===== config.mk =====
export PLATFORM = sky130hd
export DESIGN_NAME = mesh_frame_forward_filter
export DESIGN_NICKNAME = d
export VERILOG_FILES = /design/src/design/mff_pkg.sv /design/src/design/mff_dp.sv /design/src/design/mff_ctrl.sv /design/src/design/mesh_frame_forward_filter.sv
export SDC_FILE = /design/constraint.sdc
export NUM_CORES = 1
export LEC_CHECK = 0
export BUFFER_PORTS_ARGS = -buffer_cell sky130_fd_sc_hd__buf_2
export CAP_MARGIN = 20
export CORE_MARGIN = 2
export CORE_UTILIZATION = 28
export DETAILED_ROUTE_END_ITERATION = 6
export HOLD_SLACK_MARGIN = 0.02
export PLACE_DENSITY_LB_ADDON = 0.05
export SYNTH_ARGS = -nofsm -noshare
export SYNTH_HDL_FRONTEND = slang
export SYNTH_SLANG_ARGS = --single-unit
export TNS_END_PERCENT = 1

===== constraint.sdc =====
create_clock -name clk -period 7.3 [get_ports clk]
set_input_delay 0.365 -clock clk [delete_from_list [all_inputs] [get_ports clk]]
set_output_delay 0.365 -clock clk [all_outputs]
set_load 0.02 [all_outputs]

===== src/design/mff_pkg.sv =====
`default_nettype none
// ----------------------------------------------------------------------------
// mff_pkg
// Shared types and constants for the mesh frame forward filter.
// ----------------------------------------------------------------------------
package mff_pkg;

  localparam int TABLE_DEPTH = 8;
  localparam int TBL_IW      = (TABLE_DEPTH > 1) ? $clog2(TABLE_DEPTH) : 1;
  localparam int HDR_BYTES   = 8;
  localparam int HDR_IW      = $clog2(HDR_BYTES);

  // header byte positions
  localparam logic [HDR_IW-1:0] POS_TYPE  = HDR_IW'(0);
  localparam logic [HDR_IW-1:0] POS_FROM1 = HDR_IW'(1);
  localparam logic [HDR_IW-1:0] POS_FROM2 = HDR_IW'(2);
  localparam logic [HDR_IW-1:0] POS_TO1   = HDR_IW'(3);
  localparam logic [HDR_IW-1:0] POS_TO2   = HDR_IW'(4);
  localparam logic [HDR_IW-1:0] POS_HOPS  = HDR_IW'(5);
  localparam logic [HDR_IW-1:0] POS_LIMIT = HDR_IW'(6);
  localparam logic [HDR_IW-1:0] POS_LEN   = HDR_IW'(7);

  // configuration register indexes
  localparam logic [1:0] REG_OWN_ID   = 2'd0;
  localparam logic [1:0] REG_IS_CHILD = 2'd1;
  localparam logic [1:0] REG_PREAMBLE = 2'd2;

  localparam logic [7:0] PREAMBLE_RESET = 8'd170;

  typedef enum logic [2:0] {
    V_LOCAL   = 3'd0,
    V_FORWARD = 3'd1,
    V_DUP     = 3'd2,
    V_HOPLIM  = 3'd3,
    V_PARENT  = 3'd4
  } verdict_t;

  typedef struct packed {
    logic idx_clr;
    logic hdr_wr;
    logic body_load;
    logic body_dec;
    logic decide;
  } mff_cmd_t;

  typedef struct packed {
    logic pre_hit;
    logic hdr_last;
    logic len_zero;
    logic body_last;
    logic out_hold;
  } mff_stat_t;

endpackage
`default_nettype wire


===== src/design/mff_dp.sv =====
`default_nettype none
// ----------------------------------------------------------------------------
// mff_dp
// Datapath: config registers, header store, body counter, forward table,
// verdict logic and the result register.
// ----------------------------------------------------------------------------
module mff_dp (
  input  wire logic              clk,
  input  wire logic              rst,
  input  wire mff_pkg::mff_cmd_t cmd,
  output mff_pkg::mff_stat_t     stat,
  input  wire logic [7:0]        rx_byte,
  input  wire logic              cfg_wr,
  input  wire logic [1:0]        cfg_index,
  input  wire logic [7:0]        cfg_data,
  output logic                   out_valid,
  input  wire logic              out_stall,
  output logic [2:0]             verdict,
  output logic [7:0]             source_id,
  output logic [7:0]             dest_id,
  output logic [7:0]             msg_type,
  output logic [7:0]             hops_out,
  output logic [7:0]             body_len
);
  import mff_pkg::*;

  logic [7:0]              own_id;
  logic                    is_child;
  logic [7:0]              preamble_byte;
  logic [HDR_IW-1:0]       hdr_idx;
  logic [7:0]              hdr [HDR_BYTES];
  logic [7:0]              body_remaining;
  logic [23:0]             tbl [TABLE_DEPTH];
  logic [TABLE_DEPTH-1:0]  tbl_valid;
  logic [TBL_IW-1:0]       tbl_ptr;

  logic [7:0]  src, dst, hops, limit;
  logic [23:0] triple;
  logic        dup;
  verdict_t    v_next;

  always_ff @(posedge clk) begin
    if (rst) begin
      own_id        <= '0;
      is_child      <= 1'b1;
      preamble_byte <= PREAMBLE_RESET;
    end else if (cfg_wr) begin
      unique case (cfg_index)
        REG_OWN_ID:   own_id        <= cfg_data;
        REG_IS_CHILD: is_child      <= cfg_data[0];
        REG_PREAMBLE: preamble_byte <= cfg_data;
        default:      ;
      endcase
    end
  end

  always_ff @(posedge clk) begin
    if (rst) begin
      hdr_idx <= '0;
    end else if (cmd.idx_clr) begin
      hdr_idx <= '0;
    end else if (cmd.hdr_wr) begin
      hdr_idx <= hdr_idx + 1'b1;
    end
  end

  always_ff @(posedge clk) begin
    if (cmd.hdr_wr) begin
      hdr[hdr_idx] <= rx_byte;
    end
  end

  always_ff @(posedge clk) begin
    if (rst) begin
      body_remaining <= '0;
    end else if (cmd.body_load) begin
      body_remaining <= rx_byte;
    end else if (cmd.body_dec) begin
      body_remaining <= body_remaining - 1'b1;
    end
  end

  assign src    = hdr[POS_FROM1] | hdr[POS_FROM2];
  assign dst    = hdr[POS_TO1] | hdr[POS_TO2];
  assign hops   = hdr[POS_HOPS];
  assign limit  = hdr[POS_LIMIT];
  assign triple = {src, dst, hdr[POS_TYPE]};

  always_comb begin
    dup = 1'b0;
    for (int i = 0; i < TABLE_DEPTH; i++) begin
      if (tbl_valid[TBL_IW'(i)] && tbl[TBL_IW'(i)] == triple) begin
        dup = 1'b1;
      end
    end
  end

  always_comb begin
    priority if (!is_child) begin
      v_next = V_PARENT;
    end else if (dst == own_id) begin
      v_next = V_LOCAL;
    end else if (hops >= limit) begin
      v_next = V_HOPLIM;
    end else if (dup) begin
      v_next = V_DUP;
    end else begin
      v_next = V_FORWARD;
    end
  end

  // ring of recent forwards, valid bits mark filled slots
  always_ff @(posedge clk) begin
    if (rst) begin
      tbl_valid <= '0;
      tbl_ptr   <= '0;
    end else if (cmd.decide && v_next == V_FORWARD) begin
      tbl_valid[tbl_ptr] <= 1'b1;
      tbl_ptr <= (tbl_ptr == TBL_IW'(TABLE_DEPTH - 1)) ? '0 : tbl_ptr + 1'b1;
    end
  end

  always_ff @(posedge clk) begin
    if (cmd.decide && v_next == V_FORWARD) begin
      tbl[tbl_ptr] <= triple;
    end
  end

  always_ff @(posedge clk) begin
    if (rst) begin
      out_valid <= 1'b0;
    end else if (cmd.decide) begin
      out_valid <= 1'b1;
    end else if (!out_stall) begin
      out_valid <= 1'b0;
    end
  end

  always_ff @(posedge clk) begin
    if (cmd.decide) begin
      verdict   <= v_next;
      source_id <= src;
      dest_id   <= dst;
      msg_type  <= hdr[POS_TYPE];
      hops_out  <= (v_next == V_FORWARD) ? hops + 8'd1 : hops;
      body_len  <= hdr[POS_LEN];
    end
  end

  assign stat.pre_hit   = (rx_byte == preamble_byte);
  assign stat.hdr_last  = (hdr_idx == POS_LEN);
  assign stat.len_zero  = (rx_byte == 8'd0);
  assign stat.body_last = (body_remaining <= 8'd1);
  assign stat.out_hold  = out_valid && out_stall;

endmodule
`default_nettype wire


===== src/design/mff_ctrl.sv =====
`default_nettype none
// ----------------------------------------------------------------------------
// mff_ctrl
// Frame parser state machine: hunt, header, body and decision steps.
// ----------------------------------------------------------------------------
module mff_ctrl (
  input  wire logic               clk,
  input  wire logic               rst,
  input  wire logic               in_valid,
  output logic                    in_stall,
  input  wire mff_pkg::mff_stat_t stat,
  output mff_pkg::mff_cmd_t       cmd
);
  import mff_pkg::*;

  typedef enum logic [1:0] {
    S_HUNT,
    S_HEADER,
    S_BODY,
    S_DECIDE
  } state_t;

  state_t state;
  logic   acc;

  // the result register parts the sides; only the decision waits on it
  assign in_stall = (state == S_DECIDE);
  assign acc      = in_valid && !in_stall;

  always_comb begin
    cmd = '0;
    unique case (state)
      S_HUNT: begin
        cmd.idx_clr = acc && stat.pre_hit;
      end
      S_HEADER: begin
        cmd.hdr_wr    = acc;
        cmd.body_load = acc && stat.hdr_last;
      end
      S_BODY: begin
        cmd.body_dec = acc;
      end
      S_DECIDE: begin
        cmd.decide = !stat.out_hold;
      end
    endcase
  end

  always_ff @(posedge clk) begin
    if (rst) begin
      state <= S_HUNT;
    end else begin
      unique case (state)
        S_HUNT: begin
          if (acc && stat.pre_hit) state <= S_HEADER;
        end
        S_HEADER: begin
          if (acc && stat.hdr_last) begin
            state <= stat.len_zero ? S_DECIDE : S_BODY;
          end
        end
        S_BODY: begin
          if (acc && stat.body_last) state <= S_DECIDE;
        end
        S_DECIDE: begin
          if (!stat.out_hold) state <= S_HUNT;
        end
      endcase
    end
  end

endmodule
`default_nettype wire


===== src/design/mesh_frame_forward_filter.sv =====
`default_nettype none
// ----------------------------------------------------------------------------
// mesh_frame_forward_filter
// Flood forwarder with duplicate suppression: parses radio frames byte by
// byte and gives one verdict per frame.
// ----------------------------------------------------------------------------
//  channel  handshake            payload
//  in       in_valid / in_stall  rx_byte
//  out      out_valid/out_stall  verdict, source_id, dest_id, msg_type,
//                                hops_out, body_len
//  cfg      cfg_valid/cfg_ready  cfg_index, cfg_data
//
//  one byte per cycle while not stalled; the byte that ends a frame leads
//  to a decision step in which the forward table is compared in parallel
//  and the result registered. bytes keep flowing while a result waits;
//  input stalls only in the decision step, which lasts as long as an
//  earlier result is held by out_stall. synchronous reset returns the
//  parser, table valid bits and config registers to their reset values.
// ----------------------------------------------------------------------------
module mesh_frame_forward_filter (
  input  wire logic       clk,
  input  wire logic       rst,
  input  wire logic       in_valid,
  output logic            in_stall,
  input  wire logic [7:0] rx_byte,
  output logic            out_valid,
  input  wire logic       out_stall,
  output logic [2:0]      verdict,
  output logic [7:0]      source_id,
  output logic [7:0]      dest_id,
  output logic [7:0]      msg_type,
  output logic [7:0]      hops_out,
  output logic [7:0]      body_len,
  input  wire logic       cfg_valid,
  output logic            cfg_ready,
  input  wire logic [1:0] cfg_index,
  input  wire logic [7:0] cfg_data
);
  import mff_pkg::*;

  mff_cmd_t  cmd;
  mff_stat_t stat;

  assign cfg_ready = 1'b1;

  mff_ctrl u_ctrl (
    .clk      (clk),
    .rst      (rst),
    .in_valid (in_valid),
    .in_stall (in_stall),
    .stat     (stat),
    .cmd      (cmd)
  );

  mff_dp u_dp (
    .clk       (clk),
    .rst       (rst),
    .cmd       (cmd),
    .stat      (stat),
    .rx_byte   (rx_byte),
    .cfg_wr    (cfg_valid && cfg_ready),
    .cfg_index (cfg_index),
    .cfg_data  (cfg_data),
    .out_valid (out_valid),
    .out_stall (out_stall),
    .verdict   (verdict),
    .source_id (source_id),
    .dest_id   (dest_id),
    .msg_type  (msg_type),
    .hops_out  (hops_out),
    .body_len  (body_len)
  );

endmodule
`default_nettype wire

==> flow_summary_export.csv, run 1 <==
group,metric,value,unit
global_route,grt_max_degree,44,
critical_path,slowest_stage,"edfxtp_1",
global_route,grt-ovfl-total,0,
cts,cts_inserted_buffers,30,
hold_path,whs_path_depth,3,
critical_path,critPathCaptureType,"flop",
timing,fin_skew,0.0127,ns
critical_path,crit_fanout,24,
cells_and_area,area_delta_synth_final,19.1,%
logic_synthesis,synth_top_flop_cell,"edfxtp_1",
route,vias,5752,
hold_path,hold-path-endpoint,"u_dp.preamble_byte[5]",
timing,relSlewSlack,26.9,%
route,dr.pass1.iters,4,
flow_run,drv_cap,0,
cells_and_area,drive_gt1_share,18.1,%
cts,cts.sinks,241,
logic_synthesis,yosysWarnings,0,
critical_path,crit_chain,"xor2_1 -> nor4_1 -> nand4_1 -> o2111ai_4 -> nor2_4 -> and3_2",
route,routedWlPerCell,20.0,µm
hold_path,worstHoldStart,"cfg_data[5]",
route,drt-total-wl,25200,µm
timing,finalCritPeriodShare,43.1,%
placed_design,hpwlAfterDp,17200,µm
die,fp.dieH,192,µm
placed_design,place_area,10800,µm²
placed_design,gp_congestion,0.747,
cts,cts_root_buf,"clkbuf_16",
global_route,grt_pass1_vias,6046,
cts,clk_latency,0.55,ns
timing,setup_viol,0,
die,initial_utilization,28.6,%
die,core_area,34600,µm²
critical_path,cp-start-kind,"flop",
timing,timing.final.crit_period,3.15,ns
logic_synthesis,synth_cell_types,58,
critical_path,crit_start,"u_dp.hdr[0][3]",
logic_synthesis,seq_area_frac_synth,69.3,%
timing,maxSlewViolCount,0,
route,ant_nets,0,
cts,post-cts-setup-buffers,0,
critical_path,r2r-start,"u_dp.hdr[0][3]",
die,die_w,192,µm
route,vias_per_cell,4.56,
cts,clkTransAtPathRegs,0.06,ns
cts,cts.path.max_buffers,3,
cells_and_area,nets,824,
cells_and_area,n_antenna_cell,0,
die,ioPinCount,69,
logic_synthesis,avgSynthCellArea,14.4,µm²
timing,tightest_slew,1.09,ns
global_route,grt_pass1_wl,38500,µm
critical_path,critPathKind,"reg2reg",
cts,cts_tree,"yes",
pwr,ir_worst_vdd,0.179,mV
route,drt_iter0_drc,364,
cts,cts-resized-gates,0,
cts,hold_buffers,0,
hold_path,hold_class,"in2reg",
logic_synthesis,synth_edf_count,203,
critical_path,r2r_cells,6,
critical_path,r2r_slack,4.15,ns
global_route,antenna_found_initial,0,
pwr,power.leakage,3.96,nW
cts,cts_max_level,1,
critical_path,cp.arrival,3.35,ns
logic_synthesis,syn_inst,685,
logic_synthesis,ys_ff_latch,241,
timing,hold_viol_final,0,
cells_and_area,stdcell_area,11800,µm²
outcome,status,"finished clean",
critical_path,worstPathRequired,7.50,ns
timing,rsz0062_at_grt,"no",
die,fp.dieArea,36800,µm²
critical_path,timing.rr.end,"u_dp.tbl[3][6]",
critical_path,slowest_delay,0.57,ns
route,drc,0,
logic_synthesis,syn_nets,727,
die,fp-row-count,68,
timing,tns,0,ns
logic_synthesis,synth_area,9890,µm²
pwr,power-per-cell-area,252,nW/µm²
timing,clock.fmax,317,MHz
placed_design,port_buffers,67,
logic_synthesis,async_flop_share,0,%
global_route,grt_use_total,14.1,%
## metrics by stage
stage                     instances  setup WS [ns]  util (%)  hold slack (ns)  total power, mW
after floorplan                 685          0.652         -            0.400             1.56
after global placement         1204           4.25      31.3            0.416             1.59
after detailed placement       1204           4.16      31.3            0.405             1.59
after CTS                      1260           4.14      34.0           0.0342             3.01
after global routing           1261           4.04      34.0           0.0705             3.08
final                          1261           4.15      34.0           0.0535             2.97
## area by class of cell
type / instances / area [µm²]
Inverter: 34 / 128
Clock buffer: 45 / 888
Fill cell: 3374 / 22900
Tap cell: 455 / 569
Clock inverter: 11 / 58.8
Multi-Input combinational cell: 401 / 2890
Timing Repair Buffer: 74 / 388
Sequential cell: 241 / 6860
## worst max path at each step
stage	end	slack (ns)	cells after the start
after detailed placement	u_dp.tbl[3][16]	4.16	6
after floorplan	u_dp.tbl[0][0]	0.65	5
after global placement	u_dp.tbl[3][22]	4.25	6
after global routing	u_dp.tbl[3][18]	4.04	7
final	u_dp.tbl[3][6]	4.15	6
after CTS	u_dp.tbl[3][19]	4.14	6
## flip-flops by register name (all words and copies together), names as in the netlist
signal / count
u_ctrl.state: 2
u_dp.hdr_idx: 3
u_dp.preamble_byte: 8
u_dp.dest_id: 8
u_dp.own_id: 8
u_dp.hops_out: 8
u_dp.tbl: 96
u_dp.body_remaining: 8
u_dp.source_id: 8
u_dp.tbl_valid: 4
u_dp.out_valid: 1
u_dp.is_child: 1
u_dp.tbl_ptr: 3
u_dp.hdr: 64
u_dp.body_len: 8
u_dp.msg_type: 8
u_dp.verdict: 3
## critical path, delay by kind of cell (launching register included)
kind,cells,cell delay (ns)
compound gates,1,0.57
xor+xnor,1,0.23
flops,1,0.57
simple gates,4,1.41
## per-layer routing
| metal | vias to the layer above | wire [µm] | global-route usage, % |
|---|---|---|---|
| li1 | 2776 | - | - |
| met1 | 2843 | 12200 | 19.8 |
| met2 | 93 | 11600 | 22.7 |
| met3 | 40 | 911 | 2.34 |
| met4 | 0 | 570 | 3.73 |
| met5 | - | 0 | 0 |
## kinds of logic (layout without fill, tap and decap cells)
family / count (synthesis) / in the layout / share of synthesized area [%]
DFF: 241 / 241 / 69.3
muxes: 18 / 18 / 1.83
buffers and inverters: 43 / 164 / 1.75
and+or+nand+nor: 175 / 175 / 9.41
other: 1 / 1 / 0.0379
adders and majority gates: 19 / 19 / 2.40
xor gates and xnor gates: 91 / 91 / 8.06
AOI/OAI and AO/OA: 97 / 97 / 7.17
## synthesized netlist by cell type (2+ instances only)
cell,number,share of area (%)
o21ai_0,10,0.51
o21a_1,31,2.4
nand4_1,9,0.57
nor4b_1,2,0.18
nor4_1,24,1.5
nand2_1,18,0.68
or3_1,2,0.13
xor2_1,25,2.2
a2111oi_0,2,0.18
nor3_1,35,1.8
nand3_1,12,0.61
a211oi_1,6,0.46
inv_1,33,1.3
nor2b_1,3,0.19
nor2_4,2,0.23
a21o_1,2,0.15
mux2i_1,17,1.7
ha_1,19,2.4
and3_2,2,0.15
a311oi_1,2,0.18
o22ai_1,14,0.89
o2111ai_1,3,0.27
buf_1,2,0.076
or4_1,2,0.15
xnor2_1,66,5.8
nand2b_1,3,0.19
edfxtp_1,203,62
nor2_2,10,0.63
dfxtp_1,38,7.7
a21oi_1,14,0.71
clkbuf_1,5,0.19
nor2_1,40,1.5
nand3b_1,3,0.23
a32o_1,2,0.20
## power breakdown
group / switching, mW / internal [mW]
Sequential: 0.00952 / 1.49
Clock: 0.570 / 0.835
Combinational: 0.0427 / 0.0218
Total: 0.622 / 2.34
## cell usage in the layout (no fill, tap or decap), types with 3 or more instances in the layout
cell type	n
a211oi_1	6
dfxtp_1	38
ha_1	19
nand4_1	9
a21oi_1	14
clkbuf_16	31
xnor2_1	66
clkinv_2	7
inv_1	33
clkbuf_1	8
nor2_1	40
nor2_2	10
buf_4	7
nor3_1	34
clkinv_1	3
nand2b_1	3
buf_2	67
nor2b_1	3
xor2_1	25
o22ai_1	14
nand3b_1	3
nand3_1	12
o2111ai_1	3
o21a_1	31
nand2_1	18
nor4_1	24
clkbuf_8	6
edfxtp_1	203
o21ai_0	10
mux2i_1	17
Power figures use the tool's default switching activity.
==> inputs of run 2 (changes only) <==
==> constraint.sdc (replaced) <==
create_clock -name clk -period 2.9 [get_ports clk]
set_input_delay 0.145 -clock clk [delete_from_list [all_inputs] [get_ports clk]]
set_output_delay 0.145 -clock clk [all_outputs]
set_load 0.02 [all_outputs]
==> run 2 against run 1 <==
Worst setup slack worse by 4.0 ns. Sequential power rose to 2.5 times the previous value. Sequential cell count is the same. Final cell count up 4.3%. Critical path type unchanged.
==> flow_summary_export.csv, run 2 (synthesis gave the netlist of run 1 again) <==
group,metric,value,unit
outcome,status,"finished clean",
timing,fin_ws,0.128,ns
cts,cts.sinks,241,
critical_path,critPathKind,"reg2reg",
flow_run,drv_cap,0,
route,dr.pass1.iters,4,
timing,hold_viol_final,0,
critical_path,slowest_delay,0.57,ns
cells_and_area,final_common_cell,"edfxtp_1",
critical_path,worstPathRequired,3.19,ns
route,drc,0,
cts,cts_inserted_buffers,29,
global_route,grt_pass1_vias,6391,
timing,rsz0062_at_grt,"yes",
cells_and_area,final_cell_mix,"edfxtp_1 (203), buf_2 (67), xnor2_1 (66), buf_4 (44), nor2_1 (40)",
hold_path,hold_class,"in2reg",
cells_and_area,largest_reg_flops,96,
timing,maxSlewViolCount,0,
critical_path,critPathCaptureType,"flop",
critical_path,crit_chain,"xnor2_1 -> nand3_1 -> nor4_2 -> buf_4 -> nand4_1 -> o2111ai_4 -> buf_12 -> nor2_4 -> and3_2 -> buf_12",
timing,finalCritPeriodShare,95.6,%
cells_and_area,nets,879,
die,fp.dieH,192,µm
cells_and_area,max_flop_register,"u_dp.tbl",
cells_and_area,reg_top3,"u_dp.tbl: 96 flops, u_dp.hdr: 64 flops",
route,ant_nets,0,
placed_design,port_buffers,67,
timing,clock.fmax,361,MHz
critical_path,cp.buffers_inverters,3,
pwr,power-per-cell-area,624,nW/µm²
timing,fin_skew,0.00939,ns
route,vias_per_cell,4.54,
placed_design,gp_congestion,0.744,
cts,cts_max_level,1,
die,ioPinCount,69,
critical_path,worst_path_most_repeated_cell,"buf_12",
cells_and_area,n_antenna_cell,0,
cells_and_area,fin_util,35.9,%
timing,tightest_slew,0.768,ns
route,drt_iter0_drc,302,
route,drt-total-wl,26300,µm
pwr,ir_worst_vdd,0.431,mV
cells_and_area,nFillCells,3343,
cells_and_area,drive_gt1_share,22.8,%
route,vias,5974,
global_route,grt-ovfl-total,0,
cts,cts.path.max_buffers,3,
die,die_w,192,µm
timing,setup_viol,0,
global_route,grt_pass1_wl,40000,µm
timing,timing.final.crit_period,2.77,ns
die,initial_utilization,28.6,%
timing,tns,0,ns
cells_and_area,area_delta_synth_final,25.9,%
critical_path,slowest_stage,"edfxtp_1",
cells_and_area,multiInputGateArea,2960,µm²
placed_design,hpwlAfterDp,18100,µm
route,routedWlPerCell,20.0,µm
timing,hold_slack,0.0636,ns
die,core_area,34600,µm²
global_route,grt_max_degree,44,
cts,cts_tree,"yes",
pwr,total_power,7.77,mW
global_route,antenna_found_initial,1,
timing,relSlewSlack,48.6,%
cells_and_area,regArea,6860,µm²
die,fp.dieArea,36800,µm²
global_route,grt_use_total,14.6,%
critical_path,cp.arrival,3.06,ns
cts,cts_root_buf,"clkbuf_16",
critical_path,crit_fanout,24,
critical_path,cp_top_family,"simple AND/OR/NAND/NOR gates",
critical_path,cp-start-kind,"flop",
cts,clk_latency,0.54,ns
die,fp-row-count,68,
cts,clkTransAtPathRegs,0.06,ns
placed_design,pre_cts_ws,-0.0149,ns
pwr,power.leakage,4.27,nW
[run 2: cell types whose count changed in the layout (fill, tap and decap cells not counted), sizes merged]
cell	before	now
buf	74	118
bufinv	0	5
clkbuf	45	36
clkinv	10	9
clkinvlp	1	4
dlygate4sd3	0	12
[run 2: worst paths after layout]
kind	from	to	slack, ns	cells after the start
setup / recovery	u_dp.hdr[0][7]	u_dp.tbl[3][15]	0.13	10
hold / removal	rx_byte[1]	u_dp.hdr[0][1]	0.06	1
setup reg to reg	u_dp.hdr[0][7]	u_dp.tbl[3][15]	0.13	10
hold reg to reg	u_dp.hdr[7][2]	u_dp.body_len[2]	0.42	0
[run 2: report_power, final]
group | internal (mW) | switching (mW) | leakage [nW]
Sequential | 3.74 | 0.0222 | 2.12
Clock | 2.35 | 1.46 | 0.484
Combinational | 0.0757 | 0.116 | 1.66
[run 2: stage by stage]
step,cells,area [µm²]
detailed placement,1247,11300
global placement,1247,11300
global route,1315,12400
CTS,1314,12400
finish,1315,12400
floorplan,685,9960
[run 2: what timing repair did]
action,4_1_cts,5_1_grt
hold buffers,12,0
gates resized for setup,3,2
setup endpoints to repair,54,54
endpoints found under the hold margin,26,0
buffers inserted,1,1
pin swaps,1,1
[run 2: cell type report]
class	instances	share of cell area (%)
clock buffer	36	6.28
clock inverter	18	1.84
inverter	34	1.03
multi-input combinational	401	23.7
sequential	241	55.1
tap	455	4.57
timing repair buffer	130	7.44
[run 2: metal layers]
layer	track usage [%]	share of wire [%]	up-vias
li1	-	-	2883
met1	19.7	47	2961
met2	24.7	48	98
met3	2.25	3.8	32
met4	3.52	1.8	0
met5	0	0	-
==> inputs of run 3 (changes only) <==
--- a/config.mk
+++ b/config.mk
@@ -9,6 +9,7 @@
 export CAP_MARGIN = 20
 export CORE_MARGIN = 2
 export CORE_UTILIZATION = 28
+export CTS_BUF_LIST = sky130_fd_sc_hd__clkbuf_2 sky130_fd_sc_hd__clkbuf_4 sky130_fd_sc_hd__clkbuf_8
 export DETAILED_ROUTE_END_ITERATION = 6
 export HOLD_SLACK_MARGIN = 0.02
 export PLACE_DENSITY_LB_ADDON = 0.05
==> run 3 against run 2 <==
Worst setup slack improved by 0.0091 ns. Core utilization fell by 0.22 points. Maximum frequency rose by 0.33%. Critical path depth fell by 1. Design area fell by 0.62%. Worst hold slack got worse by 0.018 ns. Clock skew rose by 0.029 ns. Global-route usage rose by 0.27 points. Die area did not move. Non-clock buffer count rose by 1. Sequential power barely moved. Routed wire length rose by 1.5%.
==> flow_summary_export.csv, run 3 (synthesis gave the netlist of run 1 again) <==
group,metric,value,unit
outcome,status,"finished clean",
cells_and_area,final_cell_mix,"edfxtp_1 (203), buf_2 (67), xnor2_1 (66), clkbuf_8 (51), buf_4 (44)",
cells_and_area,nFillCells,3372,
route,dr.pass1.iters,4,
cells_and_area,final_common_cell,"edfxtp_1",
placed_design,hpwlAfterDp,18100,µm
pwr,ir_worst_vdd,0.262,mV
cells_and_area,drive_gt1_share,25.4,%
timing,maxSlewViolCount,0,
timing,setup_viol,0,
route,drc,0,
cells_and_area,largest_reg_flops,96,
route,ant_nets,0,
cells_and_area,nets,897,
critical_path,cp.arrival,3.08,ns
global_route,grt_pass1_vias,6548,
global_route,grt_max_degree,44,
die,initial_utilization,28.6,%
critical_path,worstPathRequired,3.21,ns
cts,cts.sinks,241,
global_route,grt_pass1_wl,40500,µm
hold_path,hold_class,"in2reg",
timing,tightest_slew,0.767,ns
placed_design,gp_congestion,0.744,
cells_and_area,n_antenna_cell,0,
cts,cts.path.max_buffers,3,
timing,finalCritPeriodShare,95.3,%
hold_path,hold-path-endpoint,"u_dp.hdr[6][6]",
die,fp.dieArea,36800,µm²
route,vias,6131,
timing,rsz0062_at_grt,"yes",
global_route,grt-ovfl-total,0,
cts,cts_inserted_buffers,46,
critical_path,crit_fanout,9,
timing,relSlewSlack,48.7,%
pwr,power.leakage,4.29,nW
timing,hold_viol_final,0,
pwr,power-per-cell-area,591,nW/µm²
critical_path,critPathKind,"reg2reg",
cts,clk_latency,0.56,ns
hold_path,worstHoldStart,"rx_byte[6]",
cells_and_area,max_flop_register,"u_dp.tbl",
pwr,total_power,7.31,mW
route,drt_iter0_drc,266,
cells_and_area,area_delta_synth_final,25.1,%
cts,cts_tree,"yes",
die,core_area,34600,µm²
hold_path,whs_path_depth,1,
die,ioPinCount,69,
route,drt-total-wl,26700,µm
critical_path,cp-start-kind,"flop",
critical_path,timing.rr.end,"u_dp.hops_out[1]",
timing,timing.final.crit_period,2.76,ns
cells_and_area,fin_util,35.7,%
placed_design,port_buffers,67,
critical_path,critPathCaptureType,"flop",
die,fp.dieH,192,µm
cts,cts_max_level,2,
die,die_w,192,µm
die,fp-row-count,68,
critical_path,r2r_cells,9,
cts,clkTransAtPathRegs,0.06,ns
critical_path,r2r-start,"u_dp.hdr[5][0]",
cells_and_area,reg_top3,"u_dp.tbl: 96 flops, u_dp.hdr: 64 flops",
critical_path,r2r_slack,0.14,ns
timing,fin_skew,0.0383,ns
cts,cts_root_buf,"clkbuf_8",
global_route,antenna_found_initial,0,
timing,clock.fmax,362,MHz
route,routedWlPerCell,19.8,µm
route,vias_per_cell,4.55,
flow_run,drv_cap,0,
global_route,grt_use_total,14.9,%
-- run 3: cell types whose count changed in the layout (fill, tap and decap cells not counted), sizes merged --
cell / before / now
dlygate4sd3: 12 / 13
inv: 34 / 33
clkinvlp: 4 / 0
clkinv: 9 / 11
bufinv: 5 / 0
clkbuf: 36 / 75
-- run 3: power breakdown --
group | leakage (nW) | internal, mW | switching, mW | total, mW
logic | 1.67 | 0.0766 | 0.116 | 0.193
registers | 2.12 | 3.74 | 0.0222 | 3.77
clock network | 0.500 | 1.91 | 1.45 | 3.36
total | 4.29 | 5.73 | 1.58 | 7.31
-- run 3: what timing repair did --
| item | CTS | global route |
|---|---|---|
| pin swaps | 2 | 0 |
| buffers inserted | 2 | 0 |
| resized for setup | 3 | 2 |
| hold buffers | 13 | 0 |
| endpoints found under the setup margin | 61 | 47 |
| endpoints found under the hold margin | 30 | 0 |
-- run 3: worst max path at each step --
stage                     slack [ns]               end       startpoint  cells past startpoint
final                           0.14  u_dp.hops_out[1]   u_dp.hdr[5][0]                      9
after global routing           -0.02  u_dp.hops_out[1]   u_dp.hdr[5][0]                      9
after CTS                       0.09    u_dp.tbl[2][4]   u_dp.hdr[0][3]                     10
after detailed placement       -0.01   u_dp.tbl[2][10]   u_dp.hdr[0][7]                      8
after global placement         0.005   u_dp.tbl[3][21]   u_dp.hdr[0][7]                      8
after floorplan                -0.37    u_dp.tbl[0][0]  u_ctrl.state[1]                      5
-- run 3: critical path, cell delays in order, from the launching register on --
cell	delay, ns
edfxtp_1	0.38
inv_1	0.11
ha_1	0.23
nand2b_1	0.14
a211oi_1	0.22
o21ai_0	0.13
a21oi_1	0.35
o21bai_1	0.30
nor3_2	0.29
mux2_2	0.37
-- run 3: per-layer routing --
layer	up-vias	routed length [µm]	share of wire (%)	GRT usage (%)
met3	49	1190	4.5	2.81
met2	133	12600	47	24.9
met1	3015	12200	46	19.5
li1	2934	-	-	-
met5	-	0	0	0
met4	0	694	2.6	4.62
-- run 3: layout make-up --
class	instances	area (µm²)	share of cell area, %
clock buffer	75	882	7.13
clock inverter	10	41.3	0.334
inverter	34	128	1.03
multi-input combinational	401	2960	23.9
sequential	241	6860	55.4
tap	455	569	4.60
timing repair buffer	131	936	7.57
-- run 3: per-stage QoR --
| step | setup TNS, ns | hold WS (ns) | setup WS (ns) | cells | cell area [µm²] |
|---|---|---|---|---|---|
| 2_1_floorplan | -16.56 | 0.244 | -0.367 | 685 | 9960 |
| 3_3_place_gp | 0 | 0.387 | 0.00496 | 1247 | 11300 |
| 3_5_place_dp | -0.596 | 0.401 | -0.0149 | 1247 | 11300 |
| 4_1_cts | 0 | 0.0309 | 0.0923 | 1347 | 12400 |
| 5_1_grt | -0.0247 | 0.0408 | -0.0247 | 1347 | 12400 |
| 6_report | 0 | 0.0456 | 0.137 | 1347 | 12400 |
